[config.mk]
export PLATFORM = sky130hd
export DESIGN_NAME = sorted_priority_queue_flat
export DESIGN_NICKNAME = d
export VERILOG_FILES = /design/src/rtl/spq_pkg.sv /design/src/rtl/spq_if.sv /design/src/rtl/spq_cell.sv /design/src/rtl/sorted_priority_queue.sv /design/src/flat_wrapper.sv
export SDC_FILE = /design/constraint.sdc
export NUM_CORES = 2
export LEC_CHECK = 0
export ABC_AREA = 1
export BUFFER_PORTS_ARGS = -buffer_cell sky130_fd_sc_hd__buf_2
export CAP_MARGIN = 0
export CORE_MARGIN = 5
export CORE_UTILIZATION = 55
export CTS_BUF_LIST = sky130_fd_sc_hd__clkbuf_4 sky130_fd_sc_hd__clkbuf_8
export DETAILED_ROUTE_END_ITERATION = 8
export PLACE_DENSITY = 0.72
export SLEW_MARGIN = 20
export SYNTH_ARGS = -nofsm -noshare
export SYNTH_HDL_FRONTEND = slang
export SYNTH_SLANG_ARGS = --single-unit
export TNS_END_PERCENT = 30
[constraint.sdc]
create_clock -name clk_i -period 14.5 [get_ports clk_i]
set_input_delay 2.9 -clock clk_i [delete_from_list [all_inputs] [get_ports clk_i]]
set_output_delay 2.9 -clock clk_i [all_outputs]
set_load 0.05 [all_outputs]
[src/rtl/spq_pkg.sv]
// ----------------------------------------------------------------------------
// spq_pkg
// Shared types and constants for the sorted priority queue.
// ----------------------------------------------------------------------------
package spq_pkg;

  localparam int unsigned CapacityDef = 16;
  localparam int unsigned KeyW        = 32;
  localparam int unsigned DataW       = 32;
  localparam int unsigned CountW      = 5;

  localparam logic OP_INSERT = 1'b0;
  localparam logic OP_REMOVE = 1'b1;

  typedef enum logic [1:0] {
    ST_OK        = 2'd0,
    ST_FULL      = 2'd1,
    ST_EMPTY     = 2'd2,
    ST_NOT_FOUND = 2'd3
  } status_e;

  typedef enum logic [1:0] {
    S_IDLE,
    S_REMOVE,
    S_REPORT
  } state_e;

  // command broadcast to every cell of the chain
  typedef struct packed {
    logic             ins;
    logic             rem;
    logic [KeyW-1:0]  key;
    logic [DataW-1:0] payload;
  } cell_cmd_t;

endpackage

[src/rtl/spq_if.sv]
// ----------------------------------------------------------------------------
// spq_in_if / spq_out_if
// Valid/ready channels carrying queue requests and results.
// ----------------------------------------------------------------------------
interface spq_in_if;
  logic               valid;
  logic               ready;
  logic               kind;
  logic signed [31:0] key;
  logic        [31:0] payload;

  modport source (output valid, kind, key, payload, input ready);
  modport sink   (input valid, kind, key, payload, output ready);
endinterface

interface spq_out_if;
  logic               valid;
  logic               ready;
  logic        [1:0]  status;
  logic        [4:0]  removed_count;
  logic        [4:0]  fill_count;
  logic               head_valid;
  logic signed [31:0] head_key;
  logic        [31:0] head_payload;

  modport source (output valid, status, removed_count, fill_count, head_valid, head_key,
                  head_payload, input ready);
  modport sink   (input valid, status, removed_count, fill_count, head_valid, head_key,
                  head_payload, output ready);
endinterface

[src/rtl/spq_cell.sv]
// ----------------------------------------------------------------------------
// spq_cell
// One slot of the sorted chain: holds a key, a data word and a used bit.
// Shifts right on insert, left on a single-entry remove step.
// ----------------------------------------------------------------------------
module spq_cell
  import spq_pkg::*;
(
  input  logic             clk_i,
  input  logic             rst_ni,
  input  cell_cmd_t        cmd_i,
  input  logic             left_flag_i,
  input  logic             left_used_i,
  input  logic [KeyW-1:0]  left_key_i,
  input  logic [DataW-1:0] left_payload_i,
  input  logic             right_used_i,
  input  logic [KeyW-1:0]  right_key_i,
  input  logic [DataW-1:0] right_payload_i,
  output logic             used_o,
  output logic [KeyW-1:0]  key_o,
  output logic [DataW-1:0] payload_o,
  output logic             flag_o,
  output logic             match_o
);

  logic             used_q, used_d;
  logic [KeyW-1:0]  key_q, key_d;
  logic [DataW-1:0] payload_q, payload_d;
  logic             flag;

  // flag: this slot is at or past the point where cmd key belongs
  assign flag    = !(used_q && ($signed(key_q) > $signed(cmd_i.key)));
  assign match_o = used_q && (key_q == cmd_i.key);
  assign flag_o  = flag;
  assign used_o  = used_q;
  assign key_o   = key_q;
  assign payload_o = payload_q;

  always_comb begin
    used_d    = used_q;
    key_d     = key_q;
    payload_d = payload_q;
    if (cmd_i.ins && flag) begin
      if (left_flag_i) begin
        used_d    = used_q | left_used_i;
        key_d     = left_key_i;
        payload_d = left_payload_i;
      end else begin
        used_d    = 1'b1;
        key_d     = cmd_i.key;
        payload_d = cmd_i.payload;
      end
    end else if (cmd_i.rem && flag) begin
      used_d    = right_used_i;
      key_d     = right_key_i;
      payload_d = right_payload_i;
    end
  end

  always_ff @(posedge clk_i or negedge rst_ni) begin
    if (!rst_ni) begin
      used_q <= 1'b0;
    end else begin
      used_q <= used_d;
    end
  end

  always_ff @(posedge clk_i) begin
    key_q     <= key_d;
    payload_q <= payload_d;
  end

endmodule

[src/rtl/sorted_priority_queue.sv]
// Insert: the report state loads the result into the output register; no new request is
//   accepted until it loads. Remove: one matching entry leaves the cell chain per cycle,
//   then the report state loads the result; next request accepted the cycle after it loads.
// The output register lets a new request in while the previous result waits.
// Reset (async, active low) empties the queue; no clearing pass.
// ----------------------------------------------------------------------------
// sorted_priority_queue
// Bounded priority queue kept in a chain of cells sorted by descending key.
// ----------------------------------------------------------------------------
module sorted_priority_queue
  import spq_pkg::*;
#(
  parameter int unsigned CAPACITY = CapacityDef
) (
  input  logic       clk_i,
  input  logic       rst_ni,
  spq_in_if.sink     in_i,
  spq_out_if.source  out_o
);

  localparam int unsigned CW = $clog2(CAPACITY + 1);

  state_e           state_q, state_d;
  status_e          status_q, status_d;
  logic [CW-1:0]    fill_q, fill_d;
  logic [CW-1:0]    cnt_q, cnt_d;
  logic [KeyW-1:0]  key_q, key_d;

  logic             ovalid_q, ovalid_d;
  status_e          ostatus_q, ostatus_d;
  logic [CountW-1:0] orem_q, orem_d, ofill_q, ofill_d;
  logic             ohv_q, ohv_d;
  logic [KeyW-1:0]  okey_q, okey_d;
  logic [DataW-1:0] opay_q, opay_d;

  logic [CAPACITY-1:0] used, flag, match;
  logic [KeyW-1:0]     keys [CAPACITY];
  logic [DataW-1:0]    pays [CAPACITY];

  cell_cmd_t cmd;
  logic      accept, full, any_match, out_free;
  logic [CW+CountW-1:0] fill_ext, cnt_ext;

  assign in_i.ready = (state_q == S_IDLE);
  assign accept     = in_i.valid && in_i.ready;
  assign full       = (fill_q == CW'(CAPACITY));
  assign any_match  = |match;
  assign out_free   = !ovalid_q || out_o.ready;
  assign fill_ext   = {{CountW{1'b0}}, fill_q};
  assign cnt_ext    = {{CountW{1'b0}}, cnt_q};

  always_comb begin
    cmd.ins     = accept && (in_i.kind == OP_INSERT) && !full;
    cmd.rem     = (state_q == S_REMOVE) && any_match;
    cmd.key     = (state_q == S_REMOVE) ? key_q : in_i.key;
    cmd.payload = in_i.payload;
  end

  for (genvar i = 0; i < CAPACITY; i++) begin : g_cell
    logic             lf, lu, ru;
    logic [KeyW-1:0]  lk, rk;
    logic [DataW-1:0] lp, rp;
    if (i == 0) begin : g_first
      assign lf = 1'b0;
      assign lu = 1'b1;
      assign lk = '0;
      assign lp = '0;
    end else begin : g_mid
      assign lf = flag[i-1];
      assign lu = used[i-1];
      assign lk = keys[i-1];
      assign lp = pays[i-1];
    end
    if (i == CAPACITY - 1) begin : g_last
      assign ru = 1'b0;
      assign rk = '0;
      assign rp = '0;
    end else begin : g_inner
      assign ru = used[i+1];
      assign rk = keys[i+1];
      assign rp = pays[i+1];
    end
    spq_cell u_cell (
      .clk_i,
      .rst_ni,
      .cmd_i          (cmd),
      .left_flag_i    (lf),
      .left_used_i    (lu),
      .left_key_i     (lk),
      .left_payload_i (lp),
      .right_used_i   (ru),
      .right_key_i    (rk),
      .right_payload_i(rp),
      .used_o         (used[i]),
      .key_o          (keys[i]),
      .payload_o      (pays[i]),
      .flag_o         (flag[i]),
      .match_o        (match[i])
    );
  end

  always_comb begin
    state_d   = state_q;
    status_d  = status_q;
    fill_d    = fill_q;
    cnt_d     = cnt_q;
    key_d     = key_q;
    ovalid_d  = ovalid_q && !out_o.ready;
    ostatus_d = ostatus_q;
    orem_d    = orem_q;
    ofill_d   = ofill_q;
    ohv_d     = ohv_q;
    okey_d    = okey_q;
    opay_d    = opay_q;
    unique case (state_q)
      S_IDLE: begin
        if (accept) begin
          cnt_d = '0;
          key_d = in_i.key;
          if (in_i.kind == OP_INSERT) begin
            state_d  = S_REPORT;
            status_d = full ? ST_FULL : ST_OK;
            fill_d   = full ? fill_q : fill_q + CW'(1);
          end else begin
            state_d = S_REMOVE;
          end
        end
      end
      S_REMOVE: begin
        if (any_match) begin
          cnt_d  = cnt_q + CW'(1);
          fill_d = fill_q - CW'(1);
        end else begin
          state_d = S_REPORT;
          if (cnt_q != '0) begin
            status_d = ST_OK;
          end else if (fill_q == '0) begin
            status_d = ST_EMPTY;
          end else begin
            status_d = ST_NOT_FOUND;
          end
        end
      end
      S_REPORT: begin
        if (out_free) begin
          state_d   = S_IDLE;
          ovalid_d  = 1'b1;
          ostatus_d = status_q;
          orem_d    = cnt_ext[CountW-1:0];
          ofill_d   = fill_ext[CountW-1:0];
          ohv_d     = used[0];
          okey_d    = used[0] ? keys[0] : '0;
          opay_d    = used[0] ? pays[0] : '0;
        end
      end
      default: state_d = S_IDLE;
    endcase
  end

  always_ff @(posedge clk_i or negedge rst_ni) begin
    if (!rst_ni) begin
      state_q  <= S_IDLE;
      status_q <= ST_OK;
      fill_q   <= '0;
      cnt_q    <= '0;
      ovalid_q <= 1'b0;
    end else begin
      state_q  <= state_d;
      status_q <= status_d;
      fill_q   <= fill_d;
      cnt_q    <= cnt_d;
      ovalid_q <= ovalid_d;
    end
  end

  always_ff @(posedge clk_i) begin
    key_q     <= key_d;
    ostatus_q <= ostatus_d;
    orem_q    <= orem_d;
    ofill_q   <= ofill_d;
    ohv_q     <= ohv_d;
    okey_q    <= okey_d;
    opay_q    <= opay_d;
  end

  assign out_o.valid         = ovalid_q;
  assign out_o.status        = ostatus_q;
  assign out_o.removed_count = orem_q;
  assign out_o.fill_count    = ofill_q;
  assign out_o.head_valid    = ohv_q;
  assign out_o.head_key      = okey_q;
  assign out_o.head_payload  = opay_q;

endmodule

[src/flat_wrapper.sv]
// flat-port wrapper written by rule: the top's interface ports become plain ports
module sorted_priority_queue_flat import spq_pkg::*;
#(
  parameter int unsigned CAPACITY = CapacityDef
)
  (clk_i, rst_ni, in_i_valid, in_i_kind, in_i_key, in_i_payload, in_i_ready, out_o_valid, out_o_status, out_o_removed_count, out_o_fill_count, out_o_head_valid, out_o_head_key, out_o_head_payload, out_o_ready);
  spq_in_if in_i_i ();
  spq_out_if out_o_i ();
  input  logic clk_i;
  input  logic rst_ni;
  input wire logic [$bits(in_i_i.valid)-1:0] in_i_valid;
  input wire logic [$bits(in_i_i.kind)-1:0] in_i_kind;
  input wire logic [$bits(in_i_i.key)-1:0] in_i_key;
  input wire logic [$bits(in_i_i.payload)-1:0] in_i_payload;
  output wire logic [$bits(in_i_i.ready)-1:0] in_i_ready;
  output wire logic [$bits(out_o_i.valid)-1:0] out_o_valid;
  output wire logic [$bits(out_o_i.status)-1:0] out_o_status;
  output wire logic [$bits(out_o_i.removed_count)-1:0] out_o_removed_count;
  output wire logic [$bits(out_o_i.fill_count)-1:0] out_o_fill_count;
  output wire logic [$bits(out_o_i.head_valid)-1:0] out_o_head_valid;
  output wire logic [$bits(out_o_i.head_key)-1:0] out_o_head_key;
  output wire logic [$bits(out_o_i.head_payload)-1:0] out_o_head_payload;
  input wire logic [$bits(out_o_i.ready)-1:0] out_o_ready;
  assign in_i_i.valid = in_i_valid;
  assign in_i_i.kind = in_i_kind;
  assign in_i_i.key = in_i_key;
  assign in_i_i.payload = in_i_payload;
  assign in_i_ready = in_i_i.ready;
  assign out_o_valid = out_o_i.valid;
  assign out_o_status = out_o_i.status;
  assign out_o_removed_count = out_o_i.removed_count;
  assign out_o_fill_count = out_o_i.fill_count;
  assign out_o_head_valid = out_o_i.head_valid;
  assign out_o_head_key = out_o_i.head_key;
  assign out_o_head_payload = out_o_i.head_payload;
  assign out_o_i.ready = out_o_ready;
  sorted_priority_queue #(.CAPACITY(CAPACITY)) u_core (.clk_i(clk_i), .rst_ni(rst_ni), .in_i(in_i_i), .out_o(out_o_i));
endmodule
==> impl_metrics.py <==
metrics = {
    "status": {
        "outcome": "complete, no violations",
    },
    "route": {
        "routed_wirelength_mm": 203,
        "drt_pass1_iterations": 7,
        "post-route-drc-count": 0,
        "drt_iter0_markers": 7846,
        "dr_total_vias": 62700,
        "drtAntennaViolNets": 0,
        "drt-wirelength-per-cell_um": 18.3,
        "routed_via_density": 5.65,
    },
    "timing": {
        "finalClockSkew_ps": 47.6,
        "grt_setup_unrepaired": "no",
        "final_report_hold_violation_count": 0,
        "final.min_clock_period_ps": 7590,
        "final_max_slew_viols": 0,
        "peak_freq_mhz": 132,
        "setup_viol_count_final": 0,
        "worst_pin_slew_ps": 1090,
        "timing.final.crit_share": 0.523,
        "maxSlewHeadroom": 0.276,
        "tns_ps": 0,
    },
    "floorplanning": {
        "die_width_um": 375,
        "core-area_mm2": 0.132,
        "floorplan.initialDensity": 0.555,
        "die_h_um": 375,
        "die-area_mm2": 0.140,
        "placement_rows": 133,
        "io_pins": 148,
    },
    "cts": {
        "postCtsResizedCells": 0,
        "postCtsSetupBuffers": 0,
        "cts.clk_slew.worst_paths_ps": 60,
        "cts_max_path_buffers": 3,
        "root_buffer": "sky130_fd_sc_hd__clkbuf_8",
        "post_cts_hold_buffer_count": 0,
        "numClockSinks": 1164,
        "clock_latency_ps": 960,
        "cts_tree": "yes",
        "cts_buf_count": 206,
        "cts_htree_levels": 4,
    },
    "final_layout": {
        "final_util": 0.596,
        "most_common_library_cell_in_the_layout_ignoring_fill_and_taps": "sky130_fd_sc_hd__nand2_1",
        "areaGrowthSynthToFinish_pct": 7.29,
        "final_cell_mix": "sky130_fd_sc_hd__nand2_1 (4,126), sky130_fd_sc_hd__edfxtp_1 (1,133), sky130_fd_sc_hd__inv_1 (591), sky130_fd_sc_hd__o21ai_0 (585), sky130_fd_sc_hd__nand3_1 (520)",
        "final_layout_size_suffix_gt1_frac": 0.0733,
        "register_area_mm2": 0.0348,
        "fillCellCount": 12100,
        "finalNetCount": 9689,
        "finalInstanceArea_mm2": 0.0785,
        "multi_input_comb_area_mm2": 0.0336,
    },
    "synthesis": {
        "synthArstFlopShare": 0.0266,
        "ys_seq_elements": 1164,
        "syn_area_mm2": 0.0732,
        "post_synth.cell_area_avg_um2": 7.88,
        "synthFlopType": "sky130_fd_sc_hd__edfxtp_1",
        "yosys_warnings": 0,
        "synth_cell_types": 50,
        "yosysSeqAreaShare": 0.476,
        "synth_nets": 9796,
        "synth-edff-count": 1133,
        "post_synth_inst_count": 9288,
    },
    "worst_hold_path": {
        "hold_start": "u_core.status_q[0]",
        "hold_path_end": "u_core.out_o.status[0]",
        "hold_path_class": "register to register",
        "whs_path_depth": 0,
    },
    "worst_setup_path": {
        "worst_r2r_path_depth": 20,
        "critPathCaptureType": "register",
        "timing.rr.end": "u_core.g_cell[10].u_cell.payload_o[3]",
        "critical_path.startpoint": "in_i_key[31]",
        "timing.rr.start": "u_core.state_q[0]",
        "worst-endpoint-arrival_ps": 8270,
        "crit_path_class": "input pin to register",
        "critical_path_peak_fanout": 64,
        "timing.critical_path.from_type": "input pin",
        "flop2flop_setup_slack_ps": 7170,
        "timing.critical_path.required_ps": 15180,
    },
    "power": {
        "worst_ir_drop_vdd_mv": 0.119,
        "power_density_mw_per_mm2": 103,
        "p_leak_uw": 0.0358,
    },
    "global_routing": {
        "remaining_global_route_overflow": 0,
        "vias_in_the_first_global_route": 59000,
        "antenna_found_initial": 7,
        "grt_max_degree": 124,
        "groute.usage.overall": 0.280,
        "first_pass_grt_wire_length_mm": 323,
    },
    "placed_design": {
        "gpl.final_weighted_congestion": 0.916,
        "placedInstanceArea_mm2": 0.0745,
        "dpl.hpwl_mm": 144,
        "place.port_buffers": 147,
    },
    "flow_run": {
        "max_cap_viol_count": 0,
    },
}
-- cells in the mapped netlist (2+ instances only) --
cell                          n  area [um^2]
sky130_fd_sc_hd__clkbuf_1   210          788
sky130_fd_sc_hd__inv_2       17         63.8
sky130_fd_sc_hd__buf_6        4         45.0
sky130_fd_sc_hd__and3_1       7         43.8
sky130_fd_sc_hd__nor4_1       3         18.8
sky130_fd_sc_hd__o31ai_1      2         15.0
sky130_fd_sc_hd__a211oi_1     7         52.6
sky130_fd_sc_hd__ha_1       438         5480
sky130_fd_sc_hd__buf_2      293         1470
sky130_fd_sc_hd__nor2_4       2         22.5
sky130_fd_sc_hd__nor2_1     201          754
sky130_fd_sc_hd__xnor2_1      2         17.5
sky130_fd_sc_hd__buf_1       28          105
sky130_fd_sc_hd__buf_4       40          300
sky130_fd_sc_hd__o21ai_0    585         2930
sky130_fd_sc_hd__nand3_2     10          100
sky130_fd_sc_hd__edfxtp_1  1133        34000
sky130_fd_sc_hd__a21o_1       3         22.5
sky130_fd_sc_hd__nand4_1    298         1860
sky130_fd_sc_hd__inv_1      594         2230
sky130_fd_sc_hd__a31oi_1     17          106
sky130_fd_sc_hd__nand2_1   4150        15600
sky130_fd_sc_hd__xor2_1       6         52.6
sky130_fd_sc_hd__nor3_1      19         95.1
sky130_fd_sc_hd__nor2_2       3         18.8
sky130_fd_sc_hd__o21bai_1    13         97.6
sky130_fd_sc_hd__nand3_1    530         2650
sky130_fd_sc_hd__nand2_2     18          113
sky130_fd_sc_hd__o21a_1      20          150
sky130_fd_sc_hd__nand3b_1    11         82.6
sky130_fd_sc_hd__o211ai_1    23          173
sky130_fd_sc_hd__a21boi_0     8         60.1
sky130_fd_sc_hd__clkbuf_2     3         15.0
sky130_fd_sc_hd__o21ai_1    270         1350
sky130_fd_sc_hd__dfrtp_1     31          776
sky130_fd_sc_hd__a21oi_1    275         1380
-- registers in the layout, indices dropped and copies added, names as in the netlist, 5 cells and up --
name and count:
u_core.cnt_q 5, u_core.fill_q 5, u_core.g_cell.u_cell.key_o 512, u_core.g_cell.u_cell.payload_o 512, u_core.g_cell.u_cell.used_o 16, u_core.key_q 32
u_core.out_o.fill_count 5, u_core.out_o.head_key 32, u_core.out_o.head_payload 32, u_core.out_o.removed_count 5
-- metrics by stage --
stage	std cells	setup slack (ps)	hold slack, ps	total power (uW)
floorplan	9288	7030	425	4750
global placement	10700	6350	437	5100
detailed placement	10700	6270	448	5150
CTS	11100	7310	461	8130
global route	11100	6620	475	8450
finish	11100	6910	460	8090
-- worst max-delay path by stage --
| stage | end | depth (start not counted) |
|---|---|---|
| after floorplan | u_core.g_cell[7].u_cell.key_o[0] | 8 |
| after global placement | u_core.g_cell[11].u_cell.key_o[30] | 24 |
| after detailed placement | u_core.g_cell[11].u_cell.key_o[30] | 24 |
| after CTS | u_core.g_cell[11].u_cell.key_o[30] | 24 |
| after global routing | u_core.g_cell[10].u_cell.payload_o[14] | 20 |
| final | u_core.g_cell[10].u_cell.payload_o[3] | 20 |
-- area by class of cell --
| type | instances | share of cell area |
|---|---|---|
| flip-flops and latches | 1164 | 0.443 |
| multi-input cells | 6933 | 0.428 |
| clock buffers | 292 | 0.0448 |
| inverters | 613 | 0.0295 |
| well taps | 1755 | 0.0280 |
| repair buffers | 263 | 0.0207 |
| clock inverters | 78 | 0.00555 |
| diodes | 4 | 0.000127 |
-- power breakdown --
group | switching, uW | internal, uW | leakage (uW)
sequential | 22.6 | 3730 | 0.00773
clock | 1410 | 1580 | 0.00211
combinational | 997 | 347 | 0.0259
total | 2430 | 5660 | 0.0358
-- metal layers --
layer	part of all wire	GRT usage	up-vias
met1	0.46	0.426	28400
li1	-	-	30800
met5	0.00020	0	-
met2	0.41	0.406	3119
met4	0.024	0.0807	6
met3	0.11	0.0552	341
-- critical path: stages --
cell and delay [ps]:
sky130_fd_sc_hd__buf_2 100, sky130_fd_sc_hd__nand2_1 50, sky130_fd_sc_hd__o21ai_0 210, sky130_fd_sc_hd__inv_1 110, sky130_fd_sc_hd__buf_4 360, sky130_fd_sc_hd__ha_1 380, sky130_fd_sc_hd__nand2_1 120, sky130_fd_sc_hd__nor2_1 60
sky130_fd_sc_hd__nand2_1 110, sky130_fd_sc_hd__nor2_1 60, sky130_fd_sc_hd__nand3_1 90, sky130_fd_sc_hd__nor2_1 80, sky130_fd_sc_hd__a31oi_4 130, sky130_fd_sc_hd__buf_4 700, sky130_fd_sc_hd__nand3_2 540, sky130_fd_sc_hd__buf_4 490
sky130_fd_sc_hd__nand2_2 370, sky130_fd_sc_hd__clkinv_2 780, sky130_fd_sc_hd__nand3_1 350, sky130_fd_sc_hd__nand2_1 90
-- logic make-up (layout without fill, tap and decap cells) --
kind of cell    Yosys count  after routing  share of synthesized area
xor+xnor                  8              8                   0.000958
buf+inv                1191           1246                     0.0687
compound gates         1229           1229                     0.0873
simple gates           5257           5257                      0.292
other cells               0              4                          0
fa+ha+maj               439            439                     0.0752
flops                  1164           1164                      0.476
No activity file was read; power rests on OpenSTA's default activity.
